[config.mk]
export PLATFORM = sky130hd
export DESIGN_NAME = spi_tlv_can_response_deframer_core
export DESIGN_NICKNAME = d
export VERILOG_FILES = /design/src/hdl/tlvdf_pkg.sv /design/src/hdl/tlvdf_front.sv /design/src/hdl/tlvdf_queue.sv /design/src/hdl/tlvdf_back.sv /design/src/hdl/spi_tlv_can_response_deframer_core.sv
export SDC_FILE = /design/constraint.sdc
export NUM_CORES = 2
export LEC_CHECK = 0
export ABC_CLOCK_PERIOD_IN_PS = 32500
export BUFFER_PORTS_ARGS = -buffer_cell sky130_fd_sc_hd__buf_4
export CORE_MARGIN = 8
export CORE_UTILIZATION = 35
export CTS_CLUSTER_SIZE = 8
export DETAILED_ROUTE_END_ITERATION = 8
export HOLD_SLACK_MARGIN = 0.08
export MAX_ROUTING_LAYER = met4
export PLACE_DENSITY = 0.47
export SKIP_CTS_REPAIR_TIMING = 1
export SYNTH_ARGS = -nofsm -noshare
export SYNTH_HDL_FRONTEND = slang
export SYNTH_SLANG_ARGS = --single-unit
[constraint.sdc]
create_clock -name aclk -period 32.5 [get_ports aclk]
set_input_delay 1.625 -clock aclk [delete_from_list [all_inputs] [get_ports aclk]]
set_output_delay 1.625 -clock aclk [all_outputs]
set_load 0.005 [all_outputs]
[src/hdl/tlvdf_pkg.sv]
package tlvdf_pkg;

    // Command codes with a decoded layout
    localparam logic [7:0] CMD_RECEIVE_FRAME = 8'h85;
    localparam logic [7:0] CMD_FIRMWARE      = 8'h81;

    // Record layout: command, length, sequence low, sequence high, then payload
    localparam logic [8:0] POS_COMMAND  = 9'd0;
    localparam logic [8:0] POS_LENGTH   = 9'd1;
    localparam logic [8:0] POS_SEQ_LOW  = 9'd2;
    localparam logic [8:0] POS_SEQ_HIGH = 9'd3;
    localparam logic [8:0] HEADER_BYTES = 9'd4;

    // Payload offsets of the receive-frame fields
    localparam logic [8:0] OFS_ID    = 9'd4;
    localparam logic [8:0] OFS_DLC   = 9'd8;
    localparam logic [8:0] OFS_DATA  = 9'd9;
    localparam logic [8:0] OFS_END   = 9'd17;
    localparam logic [8:0] POS_LIMIT = 9'd258;

    localparam logic [7:0] MAX_DATA_BYTES = 8'd8;

    // Division by one thousand: quotient = (x * DIV_MAGIC) >> DIV_SHIFT, exact for 32 bits
    localparam int          PROD_W        = 61;
    localparam int          DIV_SHIFT     = 38;
    localparam logic [28:0] DIV_MAGIC     = 29'd274877907;
    localparam logic [31:0] MS_PER_SECOND = 32'd1000;
    localparam logic [19:0] US_PER_MS     = 20'd1000;

    typedef enum logic [1:0] {
        KIND_FRAME     = 2'd0,
        KIND_FRAME_ERR = 2'd1,
        KIND_FIRMWARE  = 2'd2,
        KIND_OTHER     = 2'd3
    } kind_t;

    // One completed record as handed from parser to decoder
    typedef struct packed {
        logic [7:0]  command;
        logic [15:0] sequence_no;
        logic [31:0] stamp;
        logic [31:0] frame_id;
        logic [7:0]  dlc;
        logic [63:0] data;
        logic        wait_match;
    } rec_t;

endpackage

[src/hdl/tlvdf_front.sv]
module tlvdf_front (
    input  logic              aclk,
    input  logic              aresetn,
    input  logic              byte_accept,
    input  logic [7:0]        rx_byte,
    input  logic              end_of_transfer,
    input  logic              cfg_write_en,
    input  logic [7:0]        cfg_write_data,
    output logic              push,
    output tlvdf_pkg::rec_t   push_rec
);
    import tlvdf_pkg::*;

    logic [8:0]  pos_reg, pos_next;
    logic [7:0]  wait_cmd_reg;
    logic [7:0]  cmd_reg, cmd_next;
    logic [7:0]  len_reg, len_next;
    logic [15:0] seq_reg, seq_next;
    logic [31:0] stamp_reg, stamp_next;
    logic [31:0] id_reg, id_next;
    logic [7:0]  dlc_reg, dlc_next;
    logic [63:0] data_reg, data_next;
    logic [8:0]  ofs;
    logic [8:0]  data_ofs;
    logic        complete;

    // Parse one byte of the transfer
    always_comb begin
        pos_next   = pos_reg;
        cmd_next   = cmd_reg;
        len_next   = len_reg;
        seq_next   = seq_reg;
        stamp_next = stamp_reg;
        id_next    = id_reg;
        dlc_next   = dlc_reg;
        data_next  = data_reg;
        push       = 1'b0;
        ofs        = pos_reg - HEADER_BYTES;
        data_ofs   = ofs - OFS_DATA;
        complete   = (pos_reg >= POS_SEQ_HIGH) && (pos_reg == POS_SEQ_HIGH + {1'b0, len_reg});
        if (byte_accept) begin
            priority if (pos_reg == POS_COMMAND) begin
                if (rx_byte != 8'd0) begin
                    cmd_next   = rx_byte;
                    len_next   = 8'd0;
                    seq_next   = 16'd0;
                    stamp_next = 32'd0;
                    id_next    = 32'd0;
                    dlc_next   = 8'd0;
                    data_next  = 64'd0;
                end
            end else if (pos_reg == POS_LENGTH) begin
                len_next = rx_byte;
            end else if (pos_reg == POS_SEQ_LOW) begin
                seq_next = {8'd0, rx_byte};
            end else if (pos_reg == POS_SEQ_HIGH) begin
                seq_next[15:8] = rx_byte;
            end else begin
                priority if (ofs < OFS_ID) begin
                    stamp_next[{ofs[1:0], 3'b000} +: 8] = rx_byte;
                end else if (ofs < OFS_DLC) begin
                    id_next[{ofs[1:0], 3'b000} +: 8] = rx_byte;
                end else if (ofs == OFS_DLC) begin
                    dlc_next = rx_byte;
                end else if (ofs < OFS_END) begin
                    data_next[{data_ofs[2:0], 3'b000} +: 8] = rx_byte;
                end else begin
                    // drop bytes beyond the frame data
                end
            end

            // Advance the position, skipping filler at the boundary
            priority if (pos_reg == POS_COMMAND && rx_byte == 8'd0) begin
                pos_next = POS_COMMAND;
            end else if (complete) begin
                pos_next = POS_COMMAND;
                push     = 1'b1;
            end else if (end_of_transfer) begin
                pos_next = POS_COMMAND;
            end else begin
                pos_next = pos_reg + 9'd1;
            end
        end
    end

    // Hand the finished record to the queue
    always_comb begin
        push_rec.command     = cmd_next;
        push_rec.sequence_no = seq_next;
        push_rec.stamp       = stamp_next;
        push_rec.frame_id    = id_next;
        push_rec.dlc         = dlc_next;
        push_rec.data        = data_next;
        push_rec.wait_match  = (cmd_next == wait_cmd_reg);
    end

    // Hold control state
    always_ff @(posedge aclk) begin
        if (!aresetn) begin
            pos_reg      <= POS_COMMAND;
            wait_cmd_reg <= 8'd0;
        end else begin
            pos_reg <= pos_next;
            if (cfg_write_en) begin
                wait_cmd_reg <= cfg_write_data;
            end
        end
    end

    // Hold record fields
    always_ff @(posedge aclk) begin
        cmd_reg   <= cmd_next;
        len_reg   <= len_next;
        seq_reg   <= seq_next;
        stamp_reg <= stamp_next;
        id_reg    <= id_next;
        dlc_reg   <= dlc_next;
        data_reg  <= data_next;
    end

`ifndef SYNTHESIS
    // Position never runs past the longest record
    assert property (@(posedge aclk) disable iff (!aresetn) pos_reg <= POS_LIMIT)
        else $error("record position out of range");
    // A completed record always restarts at the boundary
    assert property (@(posedge aclk) disable iff (!aresetn) push |=> pos_reg == POS_COMMAND)
        else $error("position not cleared after record");
`endif

endmodule

[src/hdl/tlvdf_queue.sv]
module tlvdf_queue #(
    parameter int DEPTH = 4
) (
    input  logic              aclk,
    input  logic              aresetn,
    input  logic              push,
    input  tlvdf_pkg::rec_t   push_rec,
    input  logic              pop,
    output logic              full,
    output logic              not_empty,
    output tlvdf_pkg::rec_t   head_rec
);
    import tlvdf_pkg::*;

    localparam int PW = (DEPTH > 1) ? $clog2(DEPTH) : 1;
    localparam int CW = $clog2(DEPTH + 1);
    localparam logic [PW-1:0] LAST_PTR = PW'(DEPTH - 1);
    localparam logic [CW-1:0] FULL_CNT = CW'(DEPTH);

    rec_t          slot_reg [DEPTH];
    logic [PW-1:0] wr_ptr_reg, wr_ptr_next;
    logic [PW-1:0] rd_ptr_reg, rd_ptr_next;
    logic [CW-1:0] count_reg, count_next;

    assign full      = (count_reg == FULL_CNT);
    assign not_empty = (count_reg != '0);
    assign head_rec  = slot_reg[rd_ptr_reg];

    // Advance pointers and fill count
    always_comb begin
        wr_ptr_next = wr_ptr_reg;
        rd_ptr_next = rd_ptr_reg;
        count_next  = count_reg;
        if (push) begin
            wr_ptr_next = (wr_ptr_reg == LAST_PTR) ? '0 : wr_ptr_reg + PW'(1);
        end
        if (pop) begin
            rd_ptr_next = (rd_ptr_reg == LAST_PTR) ? '0 : rd_ptr_reg + PW'(1);
        end
        unique case ({push, pop})
            2'b10:   count_next = count_reg + CW'(1);
            2'b01:   count_next = count_reg - CW'(1);
            default: count_next = count_reg;
        endcase
    end

    always_ff @(posedge aclk) begin
        if (!aresetn) begin
            wr_ptr_reg <= '0;
            rd_ptr_reg <= '0;
            count_reg  <= '0;
        end else begin
            wr_ptr_reg <= wr_ptr_next;
            rd_ptr_reg <= rd_ptr_next;
            count_reg  <= count_next;
        end
    end

    // Store the pushed record
    always_ff @(posedge aclk) begin
        if (push) begin
            slot_reg[wr_ptr_reg] <= push_rec;
        end
    end

`ifndef SYNTHESIS
    assert property (@(posedge aclk) disable iff (!aresetn) push |-> !full)
        else $error("push into full queue");
    assert property (@(posedge aclk) disable iff (!aresetn) pop |-> not_empty)
        else $error("pop from empty queue");
`endif

endmodule

[src/hdl/tlvdf_back.sv]
module tlvdf_back (
    input  logic              aclk,
    input  logic              aresetn,
    input  logic              rec_valid,
    input  tlvdf_pkg::rec_t   rec,
    output logic              pop,
    output logic              m_valid,
    input  logic              m_ready,
    output logic [1:0]        m_record_kind,
    output logic [7:0]        m_command,
    output logic [15:0]       m_sequence_res,
    output logic [31:0]       m_can_id,
    output logic [3:0]        m_data_length,
    output logic [63:0]       m_payload,
    output logic [22:0]       m_stamp_seconds,
    output logic [19:0]       m_stamp_microseconds,
    output logic              m_wait_match
);
    import tlvdf_pkg::*;

    logic        advance;

    // Decode stage
    kind_t       kind;
    logic [31:0] id_dec;
    logic [3:0]  len_dec;
    logic [63:0] data_dec;

    logic               s1_valid_reg;
    kind_t              s1_kind_reg;
    logic [7:0]         s1_cmd_reg;
    logic [15:0]        s1_seq_reg;
    logic [31:0]        s1_id_reg;
    logic [3:0]         s1_len_reg;
    logic [63:0]        s1_data_reg;
    logic               s1_match_reg;
    logic [31:0]        s1_stamp_reg;
    logic [PROD_W-1:0]  s1_prod_reg;

    // Remainder stage
    logic [22:0] quot;
    logic [31:0] quot_ms;
    logic [31:0] rem_wide;

    logic        s2_valid_reg;
    kind_t       s2_kind_reg;
    logic [7:0]  s2_cmd_reg;
    logic [15:0] s2_seq_reg;
    logic [31:0] s2_id_reg;
    logic [3:0]  s2_len_reg;
    logic [63:0] s2_data_reg;
    logic        s2_match_reg;
    logic [22:0] s2_quot_reg;
    logic [9:0]  s2_rem_reg;

    // Output register
    logic        m_valid_reg;
    logic [1:0]  m_kind_reg;
    logic [7:0]  m_cmd_reg;
    logic [15:0] m_seq_reg;
    logic [31:0] m_id_reg;
    logic [3:0]  m_len_reg;
    logic [63:0] m_data_reg;
    logic [22:0] m_sec_reg;
    logic [19:0] m_usec_reg;
    logic        m_match_reg;

    // Move the whole pipeline when the output slot is free
    assign advance = !m_valid_reg || m_ready;
    assign pop     = advance && rec_valid;

    // Classify the record and trim the frame data to its length
    always_comb begin
        kind     = KIND_OTHER;
        id_dec   = 32'd0;
        len_dec  = 4'd0;
        data_dec = 64'd0;
        priority if (rec.command == CMD_RECEIVE_FRAME) begin
            if (rec.dlc > MAX_DATA_BYTES) begin
                kind = KIND_FRAME_ERR;
            end else begin
                kind    = KIND_FRAME;
                id_dec  = rec.frame_id;
                len_dec = rec.dlc[3:0];
                for (int i = 0; i < 8; i++) begin
                    if (8'(i) < rec.dlc) begin
                        data_dec[8*i +: 8] = rec.data[8*i +: 8];
                    end
                end
            end
        end else if (rec.command == CMD_FIRMWARE) begin
            kind     = KIND_FIRMWARE;
            data_dec = {40'd0, rec.stamp[23:0]};
        end else begin
            kind = KIND_OTHER;
        end
    end

    // Split the quotient off and form the remainder
    always_comb begin
        quot     = s1_prod_reg[PROD_W-1:DIV_SHIFT];
        quot_ms  = 32'(quot) * MS_PER_SECOND;
        rem_wide = s1_stamp_reg - quot_ms;
    end

    always_ff @(posedge aclk) begin
        if (!aresetn) begin
            s1_valid_reg <= 1'b0;
            s2_valid_reg <= 1'b0;
            m_valid_reg  <= 1'b0;
        end else if (advance) begin
            s1_valid_reg <= rec_valid;
            s2_valid_reg <= s1_valid_reg;
            m_valid_reg  <= s2_valid_reg;
        end
    end

    always_ff @(posedge aclk) begin
        if (advance) begin
            s1_kind_reg  <= kind;
            s1_cmd_reg   <= rec.command;
            s1_seq_reg   <= rec.sequence_no;
            s1_id_reg    <= id_dec;
            s1_len_reg   <= len_dec;
            s1_data_reg  <= data_dec;
            s1_match_reg <= rec.wait_match;
            s1_stamp_reg <= rec.stamp;
            s1_prod_reg  <= PROD_W'(rec.stamp) * PROD_W'(DIV_MAGIC);

            s2_kind_reg  <= s1_kind_reg;
            s2_cmd_reg   <= s1_cmd_reg;
            s2_seq_reg   <= s1_seq_reg;
            s2_id_reg    <= s1_id_reg;
            s2_len_reg   <= s1_len_reg;
            s2_data_reg  <= s1_data_reg;
            s2_match_reg <= s1_match_reg;
            s2_quot_reg  <= quot;
            s2_rem_reg   <= rem_wide[9:0];

            m_kind_reg  <= s2_kind_reg;
            m_cmd_reg   <= s2_cmd_reg;
            m_seq_reg   <= s2_seq_reg;
            m_id_reg    <= s2_id_reg;
            m_len_reg   <= s2_len_reg;
            m_data_reg  <= s2_data_reg;
            m_match_reg <= s2_match_reg;
            // Stamps only for a valid frame
            if (s2_kind_reg == KIND_FRAME) begin
                m_sec_reg  <= s2_quot_reg;
                m_usec_reg <= 20'(s2_rem_reg) * US_PER_MS;
            end else begin
                m_sec_reg  <= 23'd0;
                m_usec_reg <= 20'd0;
            end
        end
    end

    assign m_valid              = m_valid_reg;
    assign m_record_kind        = m_kind_reg;
    assign m_command            = m_cmd_reg;
    assign m_sequence_res       = m_seq_reg;
    assign m_can_id             = m_id_reg;
    assign m_data_length        = m_len_reg;
    assign m_payload            = m_data_reg;
    assign m_stamp_seconds      = m_sec_reg;
    assign m_stamp_microseconds = m_usec_reg;
    assign m_wait_match         = m_match_reg;

`ifndef SYNTHESIS
    assert property (@(posedge aclk) disable iff (!aresetn)
        (m_valid && m_record_kind != KIND_FRAME) |->
        (m_stamp_seconds == 23'd0 && m_stamp_microseconds == 20'd0 && m_can_id == 32'd0))
        else $error("non-frame result carries frame fields");
    assert property (@(posedge aclk) disable iff (!aresetn)
        m_valid |-> (m_data_length <= 4'd8 && m_stamp_microseconds <= 20'd999000))
        else $error("decoded field out of range");
`endif

endmodule

[src/hdl/spi_tlv_can_response_deframer_core.sv]
// After a record's last byte is accepted, its result passes the queue write, decode and
// multiply, remainder and output registers in that order.
// Throughput: one byte per cycle while the queue has room; the decoder takes one
// record per cycle, so records of four bytes or more stall input only if results stall.
// Reset: synchronous active-low aresetn clears parser position, awaited command and queue.
module spi_tlv_can_response_deframer_core #(
    parameter int QUEUE_DEPTH = 4
) (
    input  logic        aclk,
    input  logic        aresetn,
    input  logic        s_valid,
    output logic        s_ready,
    input  logic [7:0]  s_rx_byte,
    input  logic        s_end_of_transfer,
    input  logic        cfg_write_en,
    input  logic [7:0]  cfg_write_data,
    output logic        m_valid,
    input  logic        m_ready,
    output logic [1:0]  m_record_kind,
    output logic [7:0]  m_command,
    output logic [15:0] m_sequence_res,
    output logic [31:0] m_can_id,
    output logic [3:0]  m_data_length,
    output logic [63:0] m_payload,
    output logic [22:0] m_stamp_seconds,
    output logic [19:0] m_stamp_microseconds,
    output logic        m_wait_match
);
    import tlvdf_pkg::*;

    logic byte_accept;
    logic push;
    logic pop;
    logic full;
    logic not_empty;
    rec_t push_rec;
    rec_t head_rec;

    // Accept a byte whenever the queue has room for a record
    assign s_ready     = !full;
    assign byte_accept = s_valid && s_ready;

    tlvdf_front u_front (
        .aclk            (aclk),
        .aresetn         (aresetn),
        .byte_accept     (byte_accept),
        .rx_byte         (s_rx_byte),
        .end_of_transfer (s_end_of_transfer),
        .cfg_write_en    (cfg_write_en),
        .cfg_write_data  (cfg_write_data),
        .push            (push),
        .push_rec        (push_rec)
    );

    tlvdf_queue #(
        .DEPTH (QUEUE_DEPTH)
    ) u_queue (
        .aclk      (aclk),
        .aresetn   (aresetn),
        .push      (push),
        .push_rec  (push_rec),
        .pop       (pop),
        .full      (full),
        .not_empty (not_empty),
        .head_rec  (head_rec)
    );

    tlvdf_back u_back (
        .aclk                 (aclk),
        .aresetn              (aresetn),
        .rec_valid            (not_empty),
        .rec                  (head_rec),
        .pop                  (pop),
        .m_valid              (m_valid),
        .m_ready              (m_ready),
        .m_record_kind        (m_record_kind),
        .m_command            (m_command),
        .m_sequence_res       (m_sequence_res),
        .m_can_id             (m_can_id),
        .m_data_length        (m_data_length),
        .m_payload            (m_payload),
        .m_stamp_seconds      (m_stamp_seconds),
        .m_stamp_microseconds (m_stamp_microseconds),
        .m_wait_match         (m_wait_match)
    );

endmodule
Word-level counts from Yosys, hierarchy flattened
Memories as Yosys holds them, arrays and structs flattened. A register that Yosys moved wholly into a read port is not among the register bits. Cells that the tools add are included.

Add/subtract/negate cells: 11. Multiply operators: 3. Divide/modulo/power cells: 0. $lt $le $gt $ge: 13. Equal/unequal tests: 14. Shift operators: 4. Mux-type cells: 77. Bitwise logic cells: 1. Reductions and logical operators: 16.

Operators by type and width (number): 2-to-1 mux 64 bit (12); 2-to-1 mux 32 bit (15); 2-to-1 mux 8 bit (26); bitwise mux 32 bit (2); bitwise mux 64 bit (1); 2-to-1 mux 16 bit (4); variable shift 8 x 8 -> 64 bit, first input constant (1); variable part select 8 x 8 -> 64 bit (1); multiplier 32 x 29 -> 61 bit, second input constant (1); less-than comparator 3 x 8 -> 1 bit, first input constant (4); variable shift 8 x 7 -> 32 bit, first input constant (1); variable part select 8 x 7 -> 32 bit (1); 2-to-1 mux 9 bit (3); 2-to-1 mux 24 bit (1); multiplier 23 x 7 -> 7 bit, second input constant (1); == test 9 x 2 -> 1 bit, second input constant (2); multiplier 10 x 7 -> 17 bit, second input constant (1); == test 8 bit, second input constant (2); less-than comparator 1 x 8 -> 1 bit, first input constant (2); less-than comparator 2 x 8 -> 1 bit, first input constant (2); 2-to-1 mux 2 bit (5); subtractor 10 bit (1); adder 2 x 8 -> 9 bit, first input constant (1); adder 9 x 1 -> 9 bit, second input constant (1); other kinds (33) (48).

Register bits after elaboration: 723. Bits in latches: 0. Memory bits (writable): 644. Memory bits (read-only): 0. Bits of input ports: 22. Output and inout port bits: 172. Logic and storage cells: 183. Memories: 1.

Memory list: u_queue.slot_reg (words 4, width 161, read ports 1, clocked after Yosys merged registers in 1, wr ports 1, RTL line tlvdf_queue.sv:20) `rec_t slot_reg [DEPTH];`.

Longest topological paths before layout
Depth after elaboration: 14. Depth in mapped cells: 31. Mapped depth without buffers: 25.

By module
A second synthesis with hierarchy kept.

Cells, all modules: 3856. Area, all modules: 62905.3 um^2.

By module, submodules not included: tlvdf_back (times used 1, cells an instance 2298, area an instance 32105.8 um^2); tlvdf_queue (times used 1, cells an instance 884, area an instance 23661.4 um^2); tlvdf_front (times used 1, cells an instance 672, area an instance 7128.1 um^2); spi_tlv_can_response_deframer_core (times used 1, cells an instance 2, area an instance 10.0 um^2).

Worst setup path after synthesis
No wires, ideal clock.

Path type: input port to flip-flop. Start: input m_ready. End: register u_back.m_id_reg[0] (netlist: u_back.m_can_id[0]), enable pin. Library setup time: 0.834 ns. Arrival: 11.099 ns. Required time: 31.666 ns. Slack: 20.567 ns. Stages on the path: 2. Buffers on the path: 0. Cell sequence: nor2b_1 inv_1.

Word-level cells in the longest chain between the ends: 1.

RTL lines: start, declared (RTL line spi_tlv_can_response_deframer_core.sv:18) `input logic m_ready,`; logical OR 1 bit (RTL line tlvdf_back.sv:69) `assign advance = !m_valid_reg || m_ready;`; named net u_back.advance (RTL line tlvdf_back.sv:21) `logic advance;`; end signal, assigned (RTL line tlvdf_back.sv:143) `m_id_reg <= s2_id_reg;`; end, declared (RTL line tlvdf_back.sv:61) `logic [31:0] m_id_reg;`.

The timed path passes the listed nets, and every way through them passes these cells. A chain may end at the register's enable or synchronous reset.

==> reports/qor.yml <==
layout:
  largest_reg_flops: 644
  fillers: 16625
  post-route-cell-area_sq_um: 72900
  most-common-layout-cells: "edfxtp_1, inv_1, ha_1"
  nets: 5086
  drive_gt1_share_pct: 14.8
  antenna_cells: 0
  final_common_cell: "edfxtp_1"
  finalNonFillerCells: 6776
  syn_to_final_growth_pct: 15.6
routing:
  drt-total-wl_um: 152000
  firstDrtPassIters: 7
  vias_per_cell: 4.74
  ant_nets: 0
  post_drt_wl_per_cell_um: 22.5
  drc: 0
  num_vias: 32151
  drt_iter0_drc: 1983
clock_tree:
  cts_root_buffer: "clkbuf_16"
  cts_buffers: 186
  cts_tree: "yes"
  cts_max_level: 4
  clock_latency_ns: 0.82
  clock-sinks: 1328
  cts_max_path_buffers: 3
  clkTransAtPathRegs_ns: 0.05
hold_path:
  hold_end: "u_back.s2_quot_reg[11]$_DFFE_PP_"
  worstHoldStart: "u_back.s1_prod_reg[49]$_DFFE_PP_"
  hold_path.class: "register to register"
  worstHoldPathCells: 0
sta:
  fmax_mhz: 107
  grt_setup_unrepaired: "false"
  slew-limit-headroom_pct: 24.0
  hold_viol_final: 0
  fin_worst_skew_ns: 0.0795
  period_minus_slack_ns: 9.34
  finalCritPeriodShare_pct: 28.7
  setup_ws_ns: 23.16
  setup_tns_ns: 0
  setup_viol: 0
  slew_viol_final: 0
  worst_pin_slew_ns: 1.14
grt:
  grt_usage_pct: 16.1
  grt_overflow_total: 0
  grt_use_met3_pct: 2.42
  grt_max_degree: 157
  top_usage_layer: "met2"
  grt_pass1_wl_um: 227000
  use_met2_pct: 27.6
  antenna_found_initial: 0
  grt_pass1_vias: 34453
  use_met1_pct: 20.2
yosys:
  synth-seq-cells: 1328
  syn-mean-instance-area_sq_um: 16.0
  yosysTopAreaCell: "edfxtp_1"
  synth_fa_ha_area_share_pct: 19.8
  synth.distinct_cells: 88
  synth_compound_area_share_pct: 4.52
  synth_top_area_share_pct: 54.2
  synthArstFlopShare_pct: 0
  synth-simple-area-share_pct: 4.22
  ys_warn_count: 0
  ys_seq_area_share_pct: 60.2
  synth_top_family_by_area: "adder cells"
  synth.area.top_cells: "edfxtp_1, fa_1, ha_1, dfxtp_1, mux4_2"
  synth_mux_area_share_pct: 5.96
  ys.flop_type: "edfxtp_1"
  synth_edf_count: 1139
  synthCells: 3947
  synthXorXnorAreaFrac_pct: 1.03
  netlist_area_sq_um: 63100
placement:
  dpl_cell_area_sq_um: 67400
  dp.cells: 6447
  portBuffers: 190
  place_congestion: 0.840
  post-place-ws_ns: 23.04
  hpwl_um: 102000
critical_path:
  crit_required_ns: 33.03
  crit_chain: "buf_4 > mux4_2 > ha_1 > fa_1 > fa_1 > inv_1 > fa_1 > inv_1 > fa_1 > fa_1 > fa_1 > inv_1 > fa_1 > inv_1 > ha_1 > nand2_1 > o21ai_0 > nor2_1 > a2111oi_4 > a211oi_2 > o31ai_4 > a41o_4 > a31oi_1 > xnor2_1"
  arrival_ns: 9.87
  cp-start-kind: "register"
  critPathMaxStageDelay_ns: 0.88
  rr_worst_depth: 24
  critPathMostFrequentCell: "fa_1"
  cp_max_fo: 43
  path_class: "register to register"
  crit_family: "adder cells"
  end_kind: "register"
  cp_num_buf_inv: 5
  cpMaxStageDelayCell: "dfxtp_4"
  r2r_slack_ns: 23.16
  r2r_end: "u_back.s1_prod_reg[58]$_DFFE_PP_"
floorplanning:
  io_pins: 194
  fp-row-count: 156
  dieArea_sq_um: 194000
  design.core.area_sq_um: 180000
  die_w_um: 441
  die_h_um: 441
  start_util_pct: 35.1
run_status:
  status: "completed"
run:
  maxCapViolations: 0
[through the flow]
| step | hold WS (ns) | util (%) |
|---|---|---|
| finish | 0.381 | 40.5 |
| CTS | 0.375 | 40.5 |
| global placement | 0.402 | 37.4 |
| global route | 0.386 | 40.5 |
| detailed placement | 0.405 | 37.4 |
| floorplan | 0.400 | - |
[per-layer routing]
layer,wire (um),part of all wire (%)
met1,66700,44
met2,78100,51
met3,4610,3.0
met4,2870,1.9
met5,0,0
[layout make-up]
class | instances | area [sq um] | area share [%]
Timing Repair Buffer | 220 | 1660 | 2.28
Clock buffer | 310 | 5120 | 7.02
Sequential cell | 1328 | 38000 | 52.1
Inverter | 599 | 2260 | 3.10
Multi-Input combinational cell | 1930 | 22500 | 30.8
Tap cell | 2370 | 2970 | 4.07
Clock inverter | 19 | 432 | 0.592
[Yosys cell counts (7+ instances only)]
cell	n
a211oi_1	7
a21o_1	30
a21oi_1	64
a22o_1	73
a31oi_1	8
a32o_1	24
and2_1	42
and3_1	19
buf_1	8
buf_2	29
clkbuf_1	47
dfxtp_1	189
edfxtp_1	1139
fa_1	333
ha_1	466
inv_1	598
mux2_2	7
mux2i_1	12
mux4_2	158
nand2_1	164
nand2b_1	12
nand3_1	21
nand4_1	19
nor2_1	54
nor2b_1	81
nor2b_2	8
nor3_1	12
nor4_1	13
o21ai_0	96
o21ai_1	15
o21bai_1	8
o2bb2ai_1	16
xnor2_1	52
xor2_1	22
[cells by family after synthesis]
kind of cell	Yosys count
AO/OA/AOI/OAI	393
flip-flops	1328
XOR/XNOR	74
other	1
multiplexers	177
buffers and inverters	691
adder cells (fa/ha/maj)	799
AND/OR/NAND/NOR	484
[worst max-delay path by stage]
stage                                        to  startpoint  depth (start not counted)
6_report       u_back.s1_prod_reg[58]$_DFFE_PP_    register                         24
3_3_place_gp   u_back.s1_prod_reg[58]$_DFFE_PP_    register                         24
4_1_cts        u_back.s1_prod_reg[58]$_DFFE_PP_    register                         24
2_1_floorplan      u_back.m_can_id[0]$_DFFE_PP_     m_ready                          2
3_5_place_dp   u_back.s1_prod_reg[58]$_DFFE_PP_    register                         24
5_1_grt        u_back.s1_prod_reg[58]$_DFFE_PP_    register                         24
Power is left out: the tool's default activity adds up to more than one toggle a clock period on the data nets, which glitch-free logic cannot reach.
